===== src/rtl/core/csl_pkg.sv =====
// Shared types and constants of the color sorting line controller.
package csl_pkg;

  localparam int unsigned ColorW = 14;
  localparam int unsigned DistW  = 5;
  localparam int unsigned TicksW = 16;
  localparam int unsigned CfgIdxW = 3;
  localparam int unsigned CfgDataW = 16;

  localparam logic [ColorW-1:0] COLOR_START = ColorW'(10000);
  localparam logic [DistW-1:0]  EDGE_MAX    = DistW'(31);

  localparam logic [ColorW-1:0] WHITE_THRESHOLD_RST = ColorW'(2500);
  localparam logic [ColorW-1:0] RED_THRESHOLD_RST   = ColorW'(4600);
  localparam logic [DistW-1:0]  WHITE_DISTANCE_RST  = DistW'(3);
  localparam logic [DistW-1:0]  RED_DISTANCE_RST    = DistW'(9);
  localparam logic [DistW-1:0]  BLUE_DISTANCE_RST   = DistW'(14);
  localparam logic [TicksW-1:0] EJECT_TICKS_RST     = TicksW'(1500);

  typedef enum logic [CfgIdxW-1:0] {
    CFG_WHITE_THRESHOLD = 3'd0,
    CFG_RED_THRESHOLD   = 3'd1,
    CFG_WHITE_DISTANCE  = 3'd2,
    CFG_RED_DISTANCE    = 3'd3,
    CFG_BLUE_DISTANCE   = 3'd4,
    CFG_EJECT_TICKS     = 3'd5
  } cfg_idx_t;

  typedef enum logic [1:0] {
    MODE_WAITING = 2'd0,
    MODE_SENSING = 2'd1,
    MODE_MOVE    = 2'd2,
    MODE_EJECT   = 2'd3
  } mode_t;

  typedef enum logic [1:0] {
    CLASS_WHITE = 2'd0,
    CLASS_RED   = 2'd1,
    CLASS_BLUE  = 2'd2
  } part_class_t;

  typedef struct packed {
    logic [ColorW-1:0] white_threshold;
    logic [ColorW-1:0] red_threshold;
    logic [DistW-1:0]  white_distance;
    logic [DistW-1:0]  red_distance;
    logic [DistW-1:0]  blue_distance;
    logic [TicksW-1:0] eject_ticks;
  } cfg_t;

  typedef struct packed {
    logic              inlet_barrier_level;
    logic              outlet_barrier_level;
    logic              pulse_key_level;
    logic [ColorW-1:0] color_sample;
    logic              white_slot_level;
    logic              red_slot_level;
    logic              blue_slot_level;
  } sample_t;

  typedef struct packed {
    logic       conveyor_on;
    logic       compressor_on;
    logic       eject_white;
    logic       eject_red;
    logic       eject_blue;
    logic       robot_white_ready;
    logic       robot_red_ready;
    logic       robot_blue_ready;
    logic [1:0] phase;
  } result_t;

endpackage


===== src/rtl/core/color_sorting_line_controller.sv =====
// Color sorting line controller top level: config port, sequencer, result register.
// The result of an item is registered and shown in the cycle after the item is accepted.
// Throughput: one item per cycle; the result register is reloaded in the cycle it is taken,
// so sample_stall rises only while a held result is stalled downstream.
// Reset (rst, synchronous): waiting mode, outputs off, registers at their defaults.
module color_sorting_line_controller
  import csl_pkg::*;
(
  input  logic                clk,
  input  logic                rst,
  input  logic                sample_valid,
  output logic                sample_stall,
  input  sample_t             sample,
  output logic                result_valid,
  input  logic                result_stall,
  output result_t             result,
  input  logic                cfg_valid,
  output logic                cfg_ready,
  input  logic [CfgIdxW-1:0]  cfg_index,
  input  logic [CfgDataW-1:0] cfg_data
);

  cfg_t    cfg;
  result_t result_next;
  logic    step;

  assign cfg_ready    = 1'b1;
  assign sample_stall = result_valid & result_stall;
  assign step         = sample_valid & ~sample_stall;

  csl_cfg u_cfg (
    .clk       (clk),
    .rst       (rst),
    .cfg_valid (cfg_valid),
    .cfg_index (cfg_index),
    .cfg_data  (cfg_data),
    .cfg       (cfg)
  );

  csl_ctrl u_ctrl (
    .clk         (clk),
    .rst         (rst),
    .step        (step),
    .sample      (sample),
    .cfg         (cfg),
    .result_next (result_next)
  );

  always_ff @(posedge clk) begin
    if (rst) begin
      result_valid <= 1'b0;
    end else if (step) begin
      result_valid <= 1'b1;
    end else if (!result_stall) begin
      result_valid <= 1'b0;
    end
  end

  // hold the payload while stalled
  always_ff @(posedge clk) begin
    if (step) begin
      result <= result_next;
    end
  end

endmodule


===== src/rtl/core/csl_cfg.sv =====
// Configuration register file: thresholds, travel distances and eject time.
module csl_cfg
  import csl_pkg::*;
(
  input  logic                clk,
  input  logic                rst,
  input  logic                cfg_valid,
  input  logic [CfgIdxW-1:0]  cfg_index,
  input  logic [CfgDataW-1:0] cfg_data,
  output cfg_t                cfg
);

  always_ff @(posedge clk) begin
    if (rst) begin
      cfg.white_threshold <= WHITE_THRESHOLD_RST;
      cfg.red_threshold   <= RED_THRESHOLD_RST;
      cfg.white_distance  <= WHITE_DISTANCE_RST;
      cfg.red_distance    <= RED_DISTANCE_RST;
      cfg.blue_distance   <= BLUE_DISTANCE_RST;
      cfg.eject_ticks     <= EJECT_TICKS_RST;
    end else if (cfg_valid) begin
      unique case (cfg_idx_t'(cfg_index))
        CFG_WHITE_THRESHOLD: cfg.white_threshold <= cfg_data[ColorW-1:0];
        CFG_RED_THRESHOLD:   cfg.red_threshold   <= cfg_data[ColorW-1:0];
        CFG_WHITE_DISTANCE:  cfg.white_distance  <= cfg_data[DistW-1:0];
        CFG_RED_DISTANCE:    cfg.red_distance    <= cfg_data[DistW-1:0];
        CFG_BLUE_DISTANCE:   cfg.blue_distance   <= cfg_data[DistW-1:0];
        CFG_EJECT_TICKS:     cfg.eject_ticks     <= cfg_data[TicksW-1:0];
        default: ;  // drop writes beyond the register list
      endcase
    end
  end

endmodule


===== src/rtl/core/csl_ctrl.sv =====
// Sorting sequencer: mode register, color minimum, edge counter and eject timer.
module csl_ctrl
  import csl_pkg::*;
(
  input  logic    clk,
  input  logic    rst,
  input  logic    step,
  input  sample_t sample,
  input  cfg_t    cfg,
  output result_t result_next
);

  mode_t             mode, mode_next;
  logic [ColorW-1:0] min_color, min_color_next;
  logic [DistW-1:0]  target_distance, target_distance_next;
  part_class_t       part_class, part_class_next;
  logic [DistW-1:0]  edges_counted, edges_counted_next;
  logic              previous_key, previous_key_next;
  logic [TicksW-1:0] eject_timer, eject_timer_next;
  logic              conveyor_reg, conveyor_reg_next;
  logic              compressor_reg, compressor_reg_next;

  logic [ColorW-1:0] min_seen;
  logic [TicksW-1:0] timer_inc;
  logic              ew, er, eb;

  always_ff @(posedge clk) begin
    if (rst) begin
      mode            <= MODE_WAITING;
      min_color       <= COLOR_START;
      target_distance <= '0;
      part_class      <= CLASS_BLUE;
      edges_counted   <= '0;
      previous_key    <= 1'b0;
      eject_timer     <= '0;
      conveyor_reg    <= 1'b0;
      compressor_reg  <= 1'b0;
    end else if (step) begin
      mode            <= mode_next;
      min_color       <= min_color_next;
      target_distance <= target_distance_next;
      part_class      <= part_class_next;
      edges_counted   <= edges_counted_next;
      previous_key    <= previous_key_next;
      eject_timer     <= eject_timer_next;
      conveyor_reg    <= conveyor_reg_next;
      compressor_reg  <= compressor_reg_next;
    end
  end

  always_comb begin
    mode_next            = mode;
    min_color_next       = min_color;
    target_distance_next = target_distance;
    part_class_next      = part_class;
    edges_counted_next   = edges_counted;
    previous_key_next    = previous_key;
    eject_timer_next     = eject_timer;
    conveyor_reg_next    = conveyor_reg;
    compressor_reg_next  = compressor_reg;
    ew = 1'b0;
    er = 1'b0;
    eb = 1'b0;
    min_seen  = (sample.color_sample < min_color) ? sample.color_sample : min_color;
    timer_inc = eject_timer + TicksW'(1);

    unique case (mode)
      MODE_WAITING: begin
        if (!sample.inlet_barrier_level) begin
          mode_next         = MODE_SENSING;
          conveyor_reg_next = 1'b1;
          min_color_next    = COLOR_START;
        end
      end
      MODE_SENSING: begin
        min_color_next = min_seen;
        if (!sample.outlet_barrier_level) begin
          mode_next           = MODE_MOVE;
          edges_counted_next  = '0;
          compressor_reg_next = 1'b1;
          // classify on the minimum including this tick's sample
          if (min_seen < cfg.white_threshold) begin
            target_distance_next = cfg.white_distance;
            part_class_next      = CLASS_WHITE;
          end else if (min_seen < cfg.red_threshold) begin
            target_distance_next = cfg.red_distance;
            part_class_next      = CLASS_RED;
          end else begin
            target_distance_next = cfg.blue_distance;
            part_class_next      = CLASS_BLUE;
          end
        end
      end
      MODE_MOVE: begin
        if (sample.pulse_key_level && !previous_key && edges_counted != EDGE_MAX) begin
          edges_counted_next = edges_counted + DistW'(1);
        end
        previous_key_next = sample.pulse_key_level;
        if (edges_counted_next >= target_distance) begin
          mode_next         = MODE_EJECT;
          conveyor_reg_next = 1'b0;
          eject_timer_next  = '0;
        end
      end
      MODE_EJECT: begin
        case (part_class)
          CLASS_WHITE: ew = 1'b1;
          CLASS_RED:   er = 1'b1;
          default:     eb = 1'b1;
        endcase
        eject_timer_next = timer_inc;
        // the >= compare covers eject_ticks of zero; a wrapped timer also ends the hold
        if (timer_inc == '0 || timer_inc >= cfg.eject_ticks) begin
          mode_next        = MODE_WAITING;
          eject_timer_next = '0;
        end
      end
      default: mode_next = MODE_WAITING;
    endcase

    result_next.conveyor_on       = conveyor_reg_next;
    result_next.compressor_on     = compressor_reg_next;
    result_next.eject_white       = ew;
    result_next.eject_red         = er;
    result_next.eject_blue        = eb;
    result_next.robot_white_ready = ~sample.white_slot_level;
    result_next.robot_red_ready   = ~sample.red_slot_level;
    result_next.robot_blue_ready  = ~sample.blue_slot_level;
    result_next.phase             = mode_next;
  end

endmodule


===== config.mk =====
export PLATFORM = sky130hd
export DESIGN_NAME = color_sorting_line_controller
export DESIGN_NICKNAME = d
export VERILOG_FILES = /design/src/rtl/core/csl_pkg.sv /design/src/rtl/core/color_sorting_line_controller.sv /design/src/rtl/core/csl_cfg.sv /design/src/rtl/core/csl_ctrl.sv
export SDC_FILE = /design/constraint.sdc
export NUM_CORES = 1
export LEC_CHECK = 0
export BUFFER_PORTS_ARGS = -buffer_cell sky130_fd_sc_hd__buf_2
export CAP_MARGIN = 20
export CORE_MARGIN = 5
export CORE_UTILIZATION = 40
export CTS_BUF_LIST = sky130_fd_sc_hd__clkbuf_4 sky130_fd_sc_hd__clkbuf_8
export DETAILED_ROUTE_END_ITERATION = 7
export PLACE_DENSITY = 0.65
export REMOVE_ABC_BUFFERS = 1
export SLEW_MARGIN = 10
export SYNTH_ARGS = -nofsm -noshare
export SYNTH_HDL_FRONTEND = slang
export SYNTH_SLANG_ARGS = --single-unit

===== constraint.sdc =====
create_clock -name clk -period 4.15 [get_ports clk]
set_input_delay 0.2075 -clock clk [delete_from_list [all_inputs] [get_ports clk]]
set_output_delay 0.2075 -clock clk [all_outputs]
set_load 0.02 [all_outputs]

==> impl_metrics.yaml, run 1 <==
cts:
  cts_root_buffer: "clkbuf_8"
  clock_path_buffers: 2
  cts_tree: "done"
  htree_num_levels: 4
  cts_buffers: 17
  clk_latency_ns: 0.45
  path_clk_slew_ns: 0.07
  cts_setup_buffers: 0
  cts.sinks: 117
sta:
  skew_ns: 0.00967
  hold_viol: 0
  slew_headroom: 0.452
  fmax_mhz: 260
  setup_violations: 0
  rsz0062_at_grt: "no"
  worstMarginPinSlew_ns: 0.822
  final.period_utilization: 0.927
  fin_crit_ns: 3.85
  drv_slew: 0
synthesis:
  yosys_warnings: 0
  syn_area_per_cell_um2: 8.44
  ys_seq_elements: 117
  synthArstFlopShare: 0
  syn_area_um2: 6490
  ys_types: 57
  ys_seq_area_frac: 0.376
  synth_edf_count: 10
  syn_inst: 769
  ys.flop_type: "dfxtp_1"
layout:
  syn_to_final_growth_pct: 15.1
  diodes: 0
  multiInputGateArea_um2: 3630
  num-nets-final: 931
  final_cell_mix: "nand2_1 (128), dfxtp_1 (107), inv_1 (75)"
  reg_top3: "u_cfg.cfg: 59 flops, u_ctrl.eject_timer: 16 flops, u_ctrl.min_color: 14 flops"
  layout_commonest_cell: "nand2_1"
  largest_reg_flops: 59
  top_register: "u_cfg.cfg"
  seq_area_um2: 2440
  drive_gt1_frac: 0.151
  final_area_um2: 7470
  nFillCells: 1612
floorplanning:
  dieArea_um2: 18900
  initial_utilization: 0.408
  die_y_um: 137
  fp.coreArea_um2: 15900
  num_io_pins: 57
  die-width_um: 137
  rows: 46
setup_path:
  required_ns: 4.49
  cp_max_fo: 8
  startpoint_type: "flop"
  cp-end-kind: "flop"
  path_class: "reg -> reg"
  reg2reg_slack_ns: 0.30
  critical_path_arrival_ns: 4.19
pwr:
  p_total_mw: 2.66
  p_leak_nw: 3.25
  power_density_nw_per_um2: 357
  vdd_drop_max_mv: 0.236
detailed_routing:
  wl_per_cell_um: 14.5
  drc: 0
  routed_wl_um: 15300
  drt_iter0_drc: 287
  routed_via_density: 5.13
  firstDrtPassIters: 5
  postRouteAntennaNets: 0
  via_count: 5401
place:
  gp_congestion: 0.826
  dp_hpwl_um: 11200
  port_buffers: 55
  placed_cell_area_um2: 6960
run_status:
  outcome: "completed"
worst_hold_path:
  hold_class: "in -> reg"
global_routing:
  overflow: 0
  grt_max_degree: 40
  grt_pass1_vias: 5269
  grt_util_all_layers: 0.172
  antenna_found_initial: 0
  grt_pass1_wl_um: 25400
flow_run:
  cap_viol_max_count: 0
repair_timing:
item	CTS	global route
hold buffers	6	0
endpoints found under the hold margin	6	0
resized for setup	0	6
setup endpoints to repair	0	6
cell usage after synthesis, drive strengths merged (4+ instances only):
cell type | count | area [µm²]
nand2 | 128 | 480
dfxtp | 107 | 2140
inv | 75 | 282
ha | 63 | 788
a21oi | 56 | 280
nor2 | 51 | 199
clkbuf | 24 | 91.3
o211ai | 22 | 165
o21ai | 21 | 105
mux2i | 17 | 170
nand3 | 17 | 85.1
mux2 | 15 | 169
a22oi | 13 | 97.6
a32o | 13 | 130
nand4 | 13 | 96.3
a21o | 11 | 85.1
xnor2 | 11 | 96.3
buf | 10 | 51.3
edfxtp | 10 | 300
and3 | 9 | 57.6
or3 | 9 | 60.1
xor2 | 7 | 61.3
a211oi | 6 | 45.0
nand2b | 6 | 37.5
o22ai | 6 | 37.5
and4 | 5 | 46.3
nor2b | 5 | 31.3
nor3 | 5 | 25.0
and2 | 4 | 25.0
o21a | 4 | 30.0
per-stage QoR:
step           cells  setup slack [ns]  hold slack (ns)   util  setup TNS, ns
2_1_floorplan    735            -0.333            0.277      -          -1.97
3_3_place_gp    1015             0.225            0.438  0.438              0
3_5_place_dp    1015             0.131            0.443  0.438              0
4_1_cts         1053             0.126          0.00144  0.469              0
5_1_grt         1053            0.0275          0.00433  0.470              0
6_report        1053             0.301           0.0228  0.470              0
layout make-up:
cell class / instances / area share
Tap cell: 216 / 0.0362
Inverter: 76 / 0.0382
Clock buffer: 22 / 0.0380
Multi-Input combinational cell: 542 / 0.486
Sequential cell: 117 / 0.327
Clock inverter: 10 / 0.0203
Timing Repair Buffer: 70 / 0.0539
critical path, cell delays in order, from the launching register on:
cell	delay (ns)
dfxtp_1	0.35
inv_1	0.05
ha_1	0.29
nand4_1	0.09
o221a_2	0.31
o21ai_1	0.17
buf_4	0.19
mux2_2	0.37
ha_1	0.30
a21o_1	0.16
a21o_1	0.17
a221oi_2	0.28
nand4b_1	0.14
o31ai_1	0.23
buf_4	0.20
nor4b_1	0.06
buf_4	0.18
a32o_1	0.20
path summary, 6_finish.rpt:
kind,depth (start not counted),from,end
max,17,u_ctrl.min_color[3]$_SDFFE_PP0P_,u_ctrl.target_distance[4]$_SDFFE_PP0P_
min,3,sample[17],u_ctrl.previous_key$_SDFFE_PP0P_
max reg2reg,17,u_ctrl.min_color[3]$_SDFFE_PP0P_,u_ctrl.target_distance[4]$_SDFFE_PP0P_
min reg2reg,2,u_cfg.cfg[9]$_SDFFE_PP0P_,u_cfg.cfg[9]$_SDFFE_PP0P_
layer usage:
metal | track usage | share of wire | routed length (µm) | up-vias
met1 | 0.235 | 0.50 | 7610 | 2481
met2 | 0.262 | 0.44 | 6700 | 105
met3 | 0.0347 | 0.042 | 645 | 28
met4 | 0.0754 | 0.020 | 308 | 0
met5 | 0 | 0 | 0 | -
li1 | - | - | - | 2787
power breakdown:
group          switching, mW  internal [mW]
Combinational          0.191          0.124
Sequential            0.0169           1.17
Clock                  0.461          0.701
cells by family after synthesis:
logic type,share of synthesized area
AND/OR/NAND/NOR,0.187
buffers and inverters,0.0660
AO/OA/AOI/OAI,0.172
flip-flops,0.376
XOR/XNOR,0.0243
other,0.000578
adder cells (fa/ha/maj),0.122
multiplexers,0.0523
Note: power is estimated with default switching activity, not from simulation.
==> inputs of run 2 (changes only) <==
--- a/config.mk
+++ b/config.mk
@@ -7,11 +7,12 @@
 export LEC_CHECK = 0
 export BUFFER_PORTS_ARGS = -buffer_cell sky130_fd_sc_hd__buf_2
 export CAP_MARGIN = 20
+export CORE_ASPECT_RATIO = 0.7
 export CORE_MARGIN = 5
 export CORE_UTILIZATION = 40
 export CTS_BUF_LIST = sky130_fd_sc_hd__clkbuf_4 sky130_fd_sc_hd__clkbuf_8
 export DETAILED_ROUTE_END_ITERATION = 7
-export PLACE_DENSITY = 0.65
+export PLACE_DENSITY = 0.53
 export REMOVE_ABC_BUFFERS = 1
 export SLEW_MARGIN = 10
 export SYNTH_ARGS = -nofsm -noshare
==> constraint.sdc (replaced) <==
create_clock -name clk -period 5 [get_ports clk]
set_input_delay 0.25 -clock clk [delete_from_list [all_inputs] [get_ports clk]]
set_output_delay 0.25 -clock clk [all_outputs]
set_load 0.02 [all_outputs]
==> impl_metrics.yaml, run 2 (synthesis results as in run 1) <==
run_status:
  outcome: "completed"
sta:
  fin_crit_ns: 4.31
  hold_viol: 0
  fmax_mhz: 232
  setup_violations: 0
  hold_ws_ns: 0.0255
  final.period_utilization: 0.862
  slew_headroom: 0.399
  setup_slack_ns: 0.688
  skew_ns: 0.0146
  drv_slew: 0
  rsz0062_at_grt: "no"
  worstMarginPinSlew_ns: 0.896
  finalSetupTns_ns: 0
place:
  dpl.cell_count: 1001
  placed_cell_area_um2: 6920
  port_buffers: 55
  dp_hpwl_um: 12400
  gp_congestion: 0.859
  post-place-ws_ns: 0.757
detailed_routing:
  firstDrtPassIters: 5
  drc: 0
  via_count: 5492
  wl_per_cell_um: 15.9
  routed_wl_um: 16400
  postRouteAntennaNets: 0
  routed_via_density: 5.32
  drt_iter0_drc: 327
global_routing:
  overflow: 0
  antenna_found_initial: 0
  gr-usage-met1: 0.266
  top_usage_layer: "met2"
  grt_max_degree: 42
  use_met2: 0.270
  grt_pass1_wl_um: 27200
  grt_util_met3: 0.0392
  grt_util_all_layers: 0.182
  grt_pass1_vias: 5328
layout:
  final_area_um2: 7430
  syn_to_final_growth_pct: 14.5
  final_cell_mix: "nand2_1 (128), dfxtp_1 (107), inv_1 (75)"
  num-nets-final: 922
  reg_top3: "u_cfg.cfg: 59 flops, u_ctrl.eject_timer: 16 flops, u_ctrl.min_color: 14 flops"
  nFillCells: 1563
  final_cells: 1033
  diodes: 0
  layout_commonest_cell: "nand2_1"
  largest_reg_flops: 59
  multiInputGateArea_um2: 3620
  seq_area_um2: 2440
  finish.utilization: 0.461
  drive_gt1_frac: 0.145
  top_register: "u_cfg.cfg"
cts:
  clk_latency_ns: 0.45
  clock_path_buffers: 2
  post_cts_resized: 0
  cts_tree: "done"
  htree_num_levels: 4
  cts_root_buffer: "clkbuf_8"
  path_clk_slew_ns: 0.08
  cts_buffers: 17
  ctsHoldBuffers: 0
  cts_setup_buffers: 0
  cts.sinks: 117
pwr:
  power_density_nw_per_um2: 319
  p_leak_nw: 3.22
  vdd_drop_max_mv: 0.149
  p_total_mw: 2.37
setup_path:
  critical_path_arrival_ns: 4.65
  startpoint_type: "flop"
  required_ns: 5.34
  critPathLaunch: "u_ctrl.min_color[7]$_SDFFE_PP0P_"
  path_class: "reg -> reg"
  regToRegEndpoint: "u_ctrl.target_distance[0]$_SDFFE_PP0P_"
  cp-end-kind: "flop"
  reg2reg_slack_ns: 0.69
  endpoint: "u_ctrl.target_distance[0]$_SDFFE_PP0P_"
  r2r-start: "u_ctrl.min_color[7]$_SDFFE_PP0P_"
  r2r_cells: 17
  cp_max_fo: 8
floorplanning:
  initial_utilization: 0.403
  rows: 39
  fp.coreArea_um2: 16100
  die-width_um: 162
  num_io_pins: 57
  dieArea_um2: 18900
  die_y_um: 117
flow_run:
  cap_viol_max_count: 0
worst_hold_path:
  hold_class: "in -> reg"
==> run 2: changes by cell type in the layout (fill, tap and decap cells not counted), moves of 3 or more <==
cell | before | now
dlygate4sd3_1 | 6 | 0
clkinv_2 | 5 | 0
buf_4 | 9 | 6
bufinv_16 | 4 | 7
clkbuf_4 | 3 | 0
clkinv_4 | 0 | 3
o21ai_0 | 17 | 20
o21ai_1 | 4 | 1
==> run 2: layout make-up <==
cell class | count | share of cell area
flip-flops and latches | 117 | 0.329
well taps | 205 | 0.0345
inverters | 76 | 0.0384
repair buffers | 61 | 0.0431
clock buffers | 17 | 0.0315
multi-input cells | 542 | 0.487
clock inverters | 15 | 0.0370
==> run 2: worst max-delay path, stage by stage, from the launching register on <==
cell      delay [ns]
dfxtp_1         0.35
inv_1           0.05
ha_1            0.29
a21oi_1         0.07
o21ai_0         0.44
a21oi_1         0.13
o21ai_0         0.12
buf_4           0.20
mux2_2          0.38
ha_1            0.30
a21oi_1         0.13
o21ai_0         0.16
a221oi_1        0.56
nand4b_1        0.19
o31ai_1         0.28
buf_4           0.21
nor4b_1         0.11
a32o_1          0.25
==> run 2: routing by layer <==
metal | wire length [µm] | vias to the layer above
met1 | 8490 | 2555
met3 | 887 | 14
met5 | 0 | -
li1 | - | 2789
met2 | 6850 | 134
met4 | 183 | 0
==> run 2: worst min path at each step <==
| stage | depth (start not counted) | from | slack (ns) | end |
|---|---|---|---|---|
| 6_report | 2 | sample_valid | 0.03 | result_valid$_SDFFE_PP0P_ |
| 2_1_floorplan | 1 | rst | 0.32 | u_cfg.cfg[0]$_SDFFE_PP0P_ |
| 3_3_place_gp | 2 | u_cfg.cfg[48]$_SDFFE_PP0P_ | 0.45 | u_cfg.cfg[48]$_SDFFE_PP0P_ |
| 4_1_cts | 2 | sample_valid | 0.005 | result_valid$_SDFFE_PP0P_ |
| 5_1_grt | 2 | sample_valid | 0.01 | result_valid$_SDFFE_PP0P_ |
| 3_5_place_dp | 2 | u_ctrl.compressor_reg$_SDFFE_PP0P_ | 0.45 | u_ctrl.compressor_reg$_SDFFE_PP0P_ |
==> run 2: where the power goes <==
| group | internal (mW) | switching (mW) |
|---|---|---|
| registers | 0.971 | 0.0145 |
| logic | 0.0986 | 0.162 |
| clock network | 0.699 | 0.422 |
| total | 1.77 | 0.599 |
